File: src/rtl/swfd_pkg.sv
// Shared types and constants for the string wave finite-difference step block.
`default_nettype none

package swfd_pkg;

    // Item kinds carried in tuser
    localparam logic [1:0] KIND_TICK  = 2'd0;
    localparam logic [1:0] KIND_LOAD  = 2'd1;
    localparam logic [1:0] KIND_CLEAR = 2'd2;

    // Register indexes (byte address / 4)
    localparam logic [1:0] REG_COEF_CENTER   = 2'd0;
    localparam logic [1:0] REG_COEF_NEIGHBOR = 2'd1;
    localparam logic [1:0] REG_NUM_SEGMENTS  = 2'd2;

    localparam int APB_AW     = 4;
    localparam int APB_DW     = 32;
    localparam int KIND_W     = 2;
    localparam int IDX_W      = 10;
    localparam int DATA_W     = 32;
    localparam int COEF_W     = 32;
    localparam int NSEG_W     = 11;
    localparam int IN_TDATA_W = 48;
    localparam int OUT_TDATA_W = 64;
    localparam int MIN_SEGS   = 5;
    localparam int NSEG_RESET = 1024;

    // Arithmetic widths: Q12.52 products, exact three-term sum, Q8.24 result
    localparam int PROD_W     = 64;
    localparam int PSUM_W     = PROD_W + 1;
    localparam int SUM_W      = PROD_W + 2;
    localparam int FRAC_SHIFT = 28;
    localparam int RND_W      = SUM_W - FRAC_SHIFT;
    localparam int DIFF_W     = RND_W + 1;

    typedef struct packed {
        logic tick_start;
        logic clear_start;
        logic load;
        logic swap;
        logic out_load;
    } t_dp_cmd;

    typedef struct packed {
        logic busy;
        logic out_free;
    } t_dp_sts;

endpackage

`default_nettype wire

File: src/rtl/swfd_ctrl.sv
// Controller: item dispatch, sweep/clear sequencing and result hand-off.
`default_nettype none

module swfd_ctrl (
    input  wire logic                     i_clk,
    input  wire logic                     i_rst_n,
    input  wire logic                     i_in_valid,
    input  wire logic [swfd_pkg::KIND_W-1:0] i_in_kind,
    output logic                          o_in_ready,
    output swfd_pkg::t_dp_cmd             o_cmd,
    input  swfd_pkg::t_dp_sts             i_sts
);

    typedef enum logic [1:0] {
        ST_CLEAR,
        ST_IDLE,
        ST_TICK,
        ST_EMIT
    } t_state;

    t_state            r_state;
    swfd_pkg::t_dp_cmd r_cmd;

    assign o_in_ready = (r_state == ST_IDLE);
    assign o_cmd      = r_cmd;

    always_ff @(posedge i_clk) begin
        if (!i_rst_n) begin
            // memories are swept to zero right after reset
            r_state           <= ST_CLEAR;
            r_cmd             <= '0;
            r_cmd.clear_start <= 1'b1;
        end else begin
            r_cmd <= '0;
            case (r_state)
                ST_IDLE: begin
                    if (i_in_valid) begin
                        case (i_in_kind)
                            swfd_pkg::KIND_TICK: begin
                                r_cmd.tick_start <= 1'b1;
                                r_state          <= ST_TICK;
                            end
                            swfd_pkg::KIND_LOAD: begin
                                r_cmd.load <= 1'b1;
                            end
                            swfd_pkg::KIND_CLEAR: begin
                                r_cmd.clear_start <= 1'b1;
                                r_state           <= ST_CLEAR;
                            end
                            default: begin
                            end
                        endcase
                    end
                end
                ST_TICK: begin
                    if (!i_sts.busy) begin
                        r_state <= ST_EMIT;
                    end
                end
                ST_CLEAR: begin
                    if (!i_sts.busy) begin
                        r_state <= ST_IDLE;
                    end
                end
                ST_EMIT: begin
                    if (i_sts.out_free) begin
                        r_cmd.swap     <= 1'b1;
                        r_cmd.out_load <= 1'b1;
                        r_state        <= ST_IDLE;
                    end
                end
                default: begin
                    r_state <= ST_IDLE;
                end
            endcase
        end
    end

endmodule

`default_nettype wire

File: config.mk
export PLATFORM = sky130hd
export DESIGN_NAME = swfd_ctrl
export DESIGN_NICKNAME = d
export VERILOG_FILES = /design/src/rtl/swfd_pkg.sv /design/src/rtl/swfd_ctrl.sv
export SDC_FILE = /design/constraint.sdc
export NUM_CORES = 1
export LEC_CHECK = 0
export ABC_AREA = 1
export ABC_CLOCK_PERIOD_IN_PS = 800
export BUFFER_PORTS_ARGS = -buffer_cell sky130_fd_sc_hd__buf_4
export CORE_AREA = 3 3 40 42
export DETAILED_ROUTE_END_ITERATION = 10
export DIE_AREA = 0 0 43 45
export GPL_TIMING_DRIVEN = 0
export PLACE_DENSITY = 0.38
export SLEW_MARGIN = 10
export SYNTH_ARGS = -nofsm -noshare
export SYNTH_HDL_FRONTEND = slang
export SYNTH_SLANG_ARGS = --single-unit
File: constraint.sdc
create_clock -name i_clk -period 0.8 [get_ports i_clk]
set_input_delay 0.04 -clock i_clk [delete_from_list [all_inputs] [get_ports i_clk]]
set_output_delay 0.04 -clock i_clk [all_outputs]
set_load 0.02 [all_outputs]
---- Word-level counts from Yosys, hierarchy flattened ----
Cells that the tools add are included.
word-level totals
  register bits ........................... 7
  bits of input ports ..................... 7
  output and inout bits ................... 6
  word-level logic and storage cells ...... 33
operators by class
  eq/ne operators ......................... 10
  mux-type cells .......................... 12
  reduce and logical (&&, ||, !) cells .... 5
operator list
  cell                count
  $mux 2              7
  $ne 2x2->1 const B  4
  $pmux 2 s4          1
  $eq 2x2->1 const B  3
  $reduce_and 5->1    1
  $eq 2x1->1 const B  2
  $logic_not 2->1     2
  $pmux 2 s2          1
  $mux 1              3
  $ne 3x1->1 const B  1
  $reduce_and 3->1    1
  $reduce_and 2->1    1

---- Longest topological paths before layout ----
Gate-level depths: netlist (run 1).
  depth after elaboration ................. 4
  gate-level depth with buffers ........... 4
  gate-level depth less buffers ........... 4

---- Worst setup path before layout (run 1) ----
Ideal clock, no wire load.
  path kind ............................... reg2reg
  start point ............................. reg r_state[0]
  end point ............................... reg r_state[1]
  setup time .............................. 58 ps
  arrival time ............................ 703 ps
  data required time ...................... 742 ps
  slack ................................... 39 ps
  stages on the path, launching flop included .. 5
  path buffers ............................ 0
  period minus slack after synthesis ...... 761 ps
  path through ............................ dfxtp_1 -> inv_2 -> nor2_4 -> nand3_2 -> nand2_1
on the way
  word-level cells in the longest chain between the ends .. 3
  elaborated cells on any way between the ends .. 11
  classes of those cells .................. 8 x eq/ne; 1 x mux; 2 x reduce/logical
RTL lines
  what                                                RTL line         RTL
  start, declared                                     swfd_ctrl.sv:21  t_state r_state;
  start signal, assigned                              swfd_ctrl.sv:30  r_state <= ST_CLEAR;
  start signal, assigned                              swfd_ctrl.sv:41  r_state <= ST_TICK;
  start signal, assigned                              swfd_ctrl.sv:48  r_state <= ST_CLEAR;
  $eq 2x1->1 (*)                                      -
  via o_in_ready                                      swfd_ctrl.sv:9   output logic o_in_ready,
  $ne 3x1->1 (no line) or $ne 2x2->1 (tied branches)  -
  $reduce_and 5->1 (no line)                          -
The timed path passes the listed nets; every way through them passes the cells marked *.
A chain may end at the register's enable or synchronous reset.

---- Worst setup path in the final report (run 1) ----
  start point ............................. reg r_state[0]
  end point ............................... out o_in_ready
on the way
  word-level cells in the longest chain between the ends .. 1
RTL lines
  what           RTL line         RTL
  $eq 2x1->1     swfd_ctrl.sv:24  assign o_in_ready = (r_state == ST_IDLE);
  end, declared  swfd_ctrl.sv:9
No other way between the ends.

==> results of run 1 <==
-- sequential cells by signal (all words and copies together) (netlist names) --
| signal | cells |
|---|---|
| o_cmd | 4 |
| r_state | 2 |
-- worst max-delay path by stage --
stage                                       start                 endpoint  slack [ns]  cells past startpoint
after CTS                 r_state[0]$_SDFFE_PN0P_               o_in_ready       -0.09                      3
after detailed placement  r_state[1]$_SDFFE_PN0P_      o_cmd[3]$_SDFF_PN1_        0.06                      3
after global placement    r_state[1]$_SDFFE_PN0P_      o_cmd[3]$_SDFF_PN1_        0.06                      3
after floorplan           r_state[0]$_SDFFE_PN0P_  r_state[1]$_SDFFE_PN0P_        0.04                      4
final                     r_state[0]$_SDFFE_PN0P_               o_in_ready       -0.09                      3
after global routing      r_state[0]$_SDFFE_PN0P_               o_in_ready       -0.15                      3
-- per-stage QoR --
step,TNS [ns],util,power [W]
final,-0.0908,0.316,0.000710
after global routing,-0.206,0.316,0.000768
after CTS,-0.0912,0.307,0.000721
after detailed placement,0,0.280,0.000419
after global placement,0,0.280,0.000417
after floorplan,0,-,0.000371
-- layout make-up --
type,count,share of cell area
Multi-Input combinational cell,20,0.262
Inverter,6,0.0554
Clock buffer,3,0.0554
Tap cell,15,0.0462
Sequential cell,6,0.305
Timing Repair Buffer,14,0.277
-- cell families after synthesis --
family,count (synthesis),share of synthesized area
flip-flops,6,0.478
buffers and inverters,7,0.119
AO/OA/AOI/OAI,1,0.0299
AND/OR/NAND/NOR,19,0.373
-- synth_stat cells --
| cell type | number | area [µm²] |
|---|---|---|
| nand2_1 | 9 | 33.8 |
| dfxtp_1 | 6 | 120 |
| nor2_1 | 5 | 18.8 |
| inv_1 | 3 | 11.3 |
| inv_2 | 3 | 11.3 |
| nand3_1 | 2 | 10.0 |
| buf_4 | 1 | 7.51 |
| nand3_2 | 1 | 10.0 |
| nor2_4 | 1 | 11.3 |
| nor3_2 | 1 | 10.0 |
| o21bai_1 | 1 | 7.51 |
-- where the power goes --
group | internal, W | total [W] | switching (W)
clock network | 0.000170 | 0.000278 | 0.000108
registers | 0.000311 | 0.000317 | 0.00000568
logic | 0.0000594 | 0.000115 | 0.0000554
-- worst register-to-register path, delay by kind of cell, from the launching register on --
family	cells	cell delay [ns]
buf+inv	2	0.16
flops	1	0.33
simple gates	3	0.22
-- layer usage --
metal | global-route usage | vias to the layer above | wire length, µm | part of all wire
met5 | 0 | - | 0 | 0
met4 | 0.0723 | 0 | 22 | 0.040
met1 | 0.0702 | 103 | 210 | 0.38
li1 | - | 131 | - | -
met3 | 0.0478 | 4 | 47 | 0.086
met2 | 0.105 | 11 | 266 | 0.49
-- repair_timing --
action,in CTS,in global routing
hold buffers,0,0
setup endpoints to repair,2,3
resized for setup,5,1
pin swaps,0,2
setup buffers,1,1
==> reports/results.txt, run 1 <==
Net Count, Synth = 40
gr usage total = 0.0734
non-filler cells, final = 64
register area share after synthesis = 0.478
Worst Max-Slew Pin Slew = 0.133 ns
Top Ports = 13
Placed Area = 360 µm²
Core Area = 1280 µm²
RSZ-0062 raised after global routing = true
Die Wd = 43 µm
R2R depth = 5
Inserted Diodes = 0
initial antenna violation count = 0
FF-to-FF setup slack = 0.03 ns
Worst setup SP type = flip-flop
end of the worst register-to-register path = r_state[1]$_SDFFE_PN0P_
Critical Path RT = 0.76 ns
die footprint = 1940 µm²
Peak VDD IR = 0.848 mV
cell area after synthesis = 251 µm²
FMAX = 1120 MHz
Mapped Avg Cell Area = 7.62 µm²
CTS max path bufs = 2
die height = 45 µm
worst path bufs/invs = 2
pwr/cell area = 1740 nW/µm²
leakage power total = 0.209 nW
Reg area = 124 µm²
hold path cells = 4
MaxCap Viol Count = 0
Seq cells post-synth = 6
Placed Instances = 60
worst-skew pair later-pin latency = 0.24 ns
first-pass GRT wire length = 952 µm
Place WS = 0.0637 ns
Avg WL per Cell = 8.56 µm
Post-Route WL = 548 µm
Multi-input gate area = 106 µm²
fin worst setup slack = -0.0908 ns
post-synthesis instance total = 33
max_slew headroom = 0.911
clock sink count = 6
Reg clk slew, reported paths = 0.05 ns
Pre-antenna DRT Iters = 2
Initial DRC Count = 2
Final min period = 0.891 ns
yosys warns = 0
Hold WS = 0.0273 ns
critical path class = flip-flop to primary output
CTS tree = yes
final RePlAce weighted congestion = 0.770
largest net degree at the start of global routing = 5
Worst path top cell family by delay = flip-flops
fraction of layout cells with a size suffix above 1 = 0.551
antenna viol nets, final = 0
Final Setup Violations = 1
crit path DAT = 0.85 ns
Hold EP = r_state[0]$_SDFFE_PN0P_
Port Buf Inserts = 12
outcome = finished, violations left
post-synth cell types = 11
area grow syn2layout = 61.7%
reg2reg start = r_state[0]$_SDFFE_PN0P_
Fillers = 145
most frequent cells in the layout = buf_4 (12), nand2_1 (9), nor2_1 (5)
Worst Setup End Kind = primary output
Initial Util = 0.196
vias = 249
num rows = 13
clock buffer count from CTS = 3
H-tree levels = 1
post-route cell area = 407 µm²
vias per cell = 3.89
worst hold-check path type = primary input to flip-flop
failing checks = negative setup slack
clk_skew = 0.00527 ns
slowest CP cell = dfxtp_2
vias in the first global route = 249
CP Max Fanout = 2
CP max stage delay = 0.33 ns
commonest non-fill, non-tap cell in the layout = buf_4
Hold Path Origin = i_sts[1]
worst path cell trace = inv_2, nor2_4, buf_6
Final Hold Vio Count = 0
clock root buffer = clkbuf_4
DRC errors left = 0
nets@finish = 58
crit share post-route = 1.11
post-DP HPWL = 430 µm
fin. max-slew vios = 0
grt ovf = 0
Note: power is estimated with default switching activity, not from simulation.
==> inputs of run 2 (changes only) <==
Settings changed: BUFFER_PORTS_ARGS -buffer_cell sky130_fd_sc_hd__buf_4 to default, CTS_BUF_LIST from default to sky130_fd_sc_hd__clkbuf_2 sky130_fd_sc_hd__clkbuf_4 sky130_fd_sc_hd__clkbuf_8, DONT_BUFFER_PORTS from default to 1, PLACE_DENSITY 0.38 to 0.3.
==> reports/results.txt, run 2 (synthesized netlist as in run 1, its figures left out) <==
die footprint = 1940 µm²
post-route cell area = 380 µm²
failing checks = negative setup slack
Worst Max-Slew Pin Slew = 0.207 ns
Reg area = 126 µm²
Post-Route WL = 533 µm
gr usage total = 0.0683
grt ovf = 0
critical path class = flip-flop to primary output
TNS Setup = -0.0252 ns
initial antenna violation count = 0
max_slew headroom = 0.862
num rows = 13
crit share post-route = 1.03
Top Ports = 13
crit path DAT = 0.79 ns
Core Area = 1280 µm²
vias per cell = 3.98
Placed Area = 270 µm²
fin worst setup slack = -0.0252 ns
clk_skew = 0.00822 ns
Tot Pwr = 0.000689 W
Reg clk slew, reported paths = 0.05 ns
Final Hold Vio Count = 0
CP Max Fanout = 2
max reg flops = 4
Peak VDD IR = 0.642 mV
slowest CP cell = dfxtp_2
clock sink count = 6
Fillers = 145
nets@finish = 53
most frequent cells in the layout = nand2_1 (9), dlygate4sd3_1 (7), nor2_1 (5)
worst-skew pair later-pin latency = 0.25 ns
Initial Util = 0.196
Multi-input gate area = 101 µm²
Die Wd = 43 µm
RSZ-0062 raised after global routing = true
Worst Setup End Kind = primary output
largest net degree at the start of global routing = 4
Inserted Diodes = 0
leakage power total = 0.178 nW
vias in the first global route = 236
Worst setup SP type = flip-flop
die height = 45 µm
H-tree levels = 1
CTS tree = yes
Port Buf Inserts = 0
non-filler cells, final = 59
first-pass GRT wire length = 862 µm
pwr/cell area = 1810 nW/µm²
Placed Instances = 48
clock buffer count from CTS = 3
fin. max-slew vios = 0
vias = 235
hold path cells = 4
outcome = finished, violations left
antenna viol nets, final = 0
fraction of layout cells with a size suffix above 1 = 0.318
commonest non-fill, non-tap cell in the layout = nand2_1
clock root buffer = clkbuf_4
Final min period = 0.825 ns
worst path cell trace = inv_2, nor2_4
DRC errors left = 0
area grow syn2layout = 51.2%
Critical Path RT = 0.76 ns
Initial DRC Count = 2
Core Util, Final = 0.296
final RePlAce weighted congestion = 0.684
post-DP HPWL = 413 µm
Avg WL per Cell = 9.03 µm
R2R depth = 4
MaxCap Viol Count = 0
worst hold-check path type = primary input to flip-flop
Pre-antenna DRT Iters = 2
CTS max path bufs = 2
Final Setup Violations = 1
CP max stage delay = 0.33 ns
FMAX = 1210 MHz
-- run 2: cell types whose count changed in the layout (fill, tap and decap cells not counted), sizes merged --
cell / change
dlygate4sd3: +7
buf: -12
-- run 2: area by class of cell --
cell class                      count  share of cell area
Buffer                              1              0.0296
Multi-Input combinational cell     20               0.266
Sequential cell                     6               0.332
Timing Repair Buffer                8               0.204
Clock buffer                        3              0.0592
Tap cell                           15              0.0493
Inverter                            6              0.0592
-- run 2: timing repair --
action / in CTS / in global routing
resized for setup: 4 / 1
pin swaps: 1 / 1
hold buffers: 6 / 1
hold endpoints to repair: 6 / 1
setup buffers: 1 / 0
setup endpoints to repair: 4 / 5
-- run 2: metal layers --
| layer | track usage | wire, µm | up-vias |
|---|---|---|---|
| met5 | 0 | 0 | - |
| met2 | 0.102 | 220 | 14 |
| met3 | 0.0637 | 90 | 2 |
| met4 | 0.0542 | 12 | 0 |
| li1 | - | - | 120 |
| met1 | 0.0556 | 209 | 99 |
-- run 2: power breakdown --
group          switching, W  internal (W)
clock network      0.000113      0.000170
registers         0.0000117      0.000308
logic             0.0000426     0.0000441
total              0.000167      0.000522
-- run 2: through the flow --
stage	hold WS (ns)	worst slack (ns)
after floorplan	0.160	0.0388
after global placement	0.172	-0.0236
after detailed placement	0.170	-0.0221
after CTS	0.00171	-0.0574
after global routing	0.0296	-0.0752
final	0.0113	-0.0252
-- run 2: path summary, 6_finish.rpt --
check	slack (ns)	from	endpoint
hold / removal	0.01	i_in_valid	o_cmd[4]$_SDFF_PN0_
setup reg to reg	0.05	r_state[0]$_SDFFE_PN0P_	r_state[1]$_SDFFE_PN0P_
setup / recovery	-0.03	r_state[0]$_SDFFE_PN0P_	o_in_ready
hold reg to reg	0.50	r_state[1]$_SDFFE_PN0P_	o_cmd[1]$_SDFF_PN0_
-- run 2: worst max-delay path: cells and delay by family (launching register included) --
| family | cells | cell delay, ns |
|---|---|---|
| buffers and inverters | 1 | 0.05 |
| and+or+nand+nor | 1 | 0.16 |
| DFF | 1 | 0.33 |
==> inputs of run 3 (changes only) <==
--- a/config.mk
+++ b/config.mk
@@ -15,5 +15,4 @@
 export GPL_TIMING_DRIVEN = 0
 export PLACE_DENSITY = 0.3
-export SLEW_MARGIN = 10
 export SYNTH_ARGS = -nofsm -noshare
 export SYNTH_HDL_FRONTEND = slang
==> constraint.sdc (replaced) <==
create_clock -name i_clk -period 0.8 [get_ports i_clk]
set_input_delay 0.16 -clock i_clk [delete_from_list [all_inputs] [get_ports i_clk]]
set_output_delay 0.16 -clock i_clk [all_outputs]
set_load 0.02 [all_outputs]
==> reports/results.txt, run 3 (synthesized netlist as in run 1, its figures left out) <==
Worst setup SP type = flip-flop
max reg flops = 4
grt ovf = 0
worst setup path startpoint = r_state[0]$_SDFFE_PN0P_
R2R depth = 4
Final Setup Violations = 2
MaxCap Viol Count = 0
CP Max Fanout = 2
CTS max path bufs = 2
critical path class = flip-flop to primary output
Inserted Diodes = 0
max_slew headroom = 0.877
commonest non-fill, non-tap cell in the layout = nand2_1
Reg clk slew, reported paths = 0.05 ns
Fillers = 147
worst hold-check path type = primary input to flip-flop
DRC errors left = 0
vias = 206
crit path DAT = 0.79 ns
fraction of layout cells with a size suffix above 1 = 0.459
hold path cells = 2
Hold WS = 0.0270 ns
post-route cell area = 317 µm²
Core Area = 1280 µm²
Pre-antenna DRT Iters = 2
die footprint = 1940 µm²
vias per cell = 3.96
clock buffer count from CTS = 3
FMAX = 1060 MHz
H-tree levels = 1
leakage power total = 0.150 nW
antenna viol nets, final = 0
Top Ports = 13
end of the worst register-to-register path = r_state[1]$_SDFFE_PN0P_
clock sink count = 6
Initial DRC Count = 2
worst-skew pair later-pin latency = 0.25 ns
failing checks = negative setup slack
Port Buf Inserts = 0
fin worst setup slack = -0.146 ns
final RePlAce weighted congestion = 0.684
Initial Util = 0.196
Core Util, Final = 0.246
die height = 45 µm
pwr/cell area = 2080 nW/µm²
FF-to-FF setup slack = 0.05 ns
Critical Path RT = 0.64 ns
reg2reg start = r_state[0]$_SDFFE_PN0P_
post-DP HPWL = 413 µm
gr usage total = 0.0675
vias in the first global route = 230
Die Wd = 43 µm
clk_skew = 0.00895 ns
area grow syn2layout = 25.9%
initial antenna violation count = 0
Peak VDD IR = 0.603 mV
Worst Max-Slew Pin Slew = 0.184 ns
Placed Area = 270 µm²
Avg WL per Cell = 9.69 µm
fin. max-slew vios = 0
Worst Setup End Kind = primary output
RSZ-0062 raised after global routing = true
most frequent cells in the layout = nand2_1 (9), nor2_1 (5), dfxtp_2 (4)
Final min period = 0.946 ns
Post-Route WL = 504 µm
first-pass GRT wire length = 855 µm
critical path capture point = o_in_ready
largest net degree at the start of global routing = 5
clock root buffer = clkbuf_4
num rows = 13
CTS tree = yes
Tot Pwr = 0.000657 W
Final Hold Vio Count = 0
outcome = finished, violations left
crit share post-route = 1.18
nets@finish = 46
==> run 3: layout make-up <==
| cell class | count | area [µm²] | area share |
|---|---|---|---|
| Multi-Input combinational cell | 20 | 101 | 0.320 |
| Clock buffer | 3 | 22.5 | 0.0711 |
| Tap cell | 15 | 18.8 | 0.0593 |
| Timing Repair Buffer | 1 | 7.51 | 0.0237 |
| Inverter | 6 | 22.5 | 0.0711 |
| Sequential cell | 6 | 133 | 0.419 |
| Buffer | 1 | 11.3 | 0.0356 |
==> run 3: metrics by stage <==
stage	setup WS [ns]	instances	setup TNS, ns
after floorplan	0.0388	33	0
after global placement	-0.0236	48	-0.0441
after detailed placement	-0.0221	48	-0.0385
after CTS	-0.177	52	-0.284
after global routing	-0.197	52	-0.357
final	-0.146	52	-0.242
==> run 3: how the worst min path moves through the flow <==
| stage | startpoint | endpoint |
|---|---|---|
| final | i_rst_n | r_state[0]$_SDFFE_PN0P_ |
| after floorplan | i_in_kind[0] | o_cmd[2]$_SDFF_PN0_ |
| after global placement | i_in_kind[0] | o_cmd[2]$_SDFF_PN0_ |
| after detailed placement | i_in_kind[0] | o_cmd[2]$_SDFF_PN0_ |
| after CTS | i_rst_n | r_state[0]$_SDFFE_PN0P_ |
| after global routing | i_in_kind[0] | o_cmd[2]$_SDFF_PN0_ |
==> run 3: timing repair <==
item / in CTS / in global routing
hold buffers: 0 / 0
gates resized for setup: 7 / 2
endpoints found under the setup margin: 8 / 7
pin swaps: 1 / 1
buffers inserted: 1 / 0
endpoints found under the hold margin: 0 / 0
==> run 3: critical path, stage by stage, from the launching register on <==
cell     delay [ns]
dfxtp_2        0.33
inv_2          0.05
nor2_4         0.16
==> run 3: per-layer routing <==
layer / GRT usage / vias to the layer above / share of wire / wire, µm
met2: 0.0958 / 13 / 0.40 / 203
met3: 0.0677 / 2 / 0.19 / 95
met1: 0.0556 / 85 / 0.38 / 193
li1: - / 106 / - / -
met5: 0 / - / 0 / 0
met4: 0.0542 / 0 / 0.024 / 12
==> run 3: where the power goes <==
group | switching [W] | internal, W
combinational | 0.0000337 | 0.0000218
sequential | 0.0000117 | 0.000306
clock | 0.000114 | 0.000170
total | 0.000160 | 0.000497
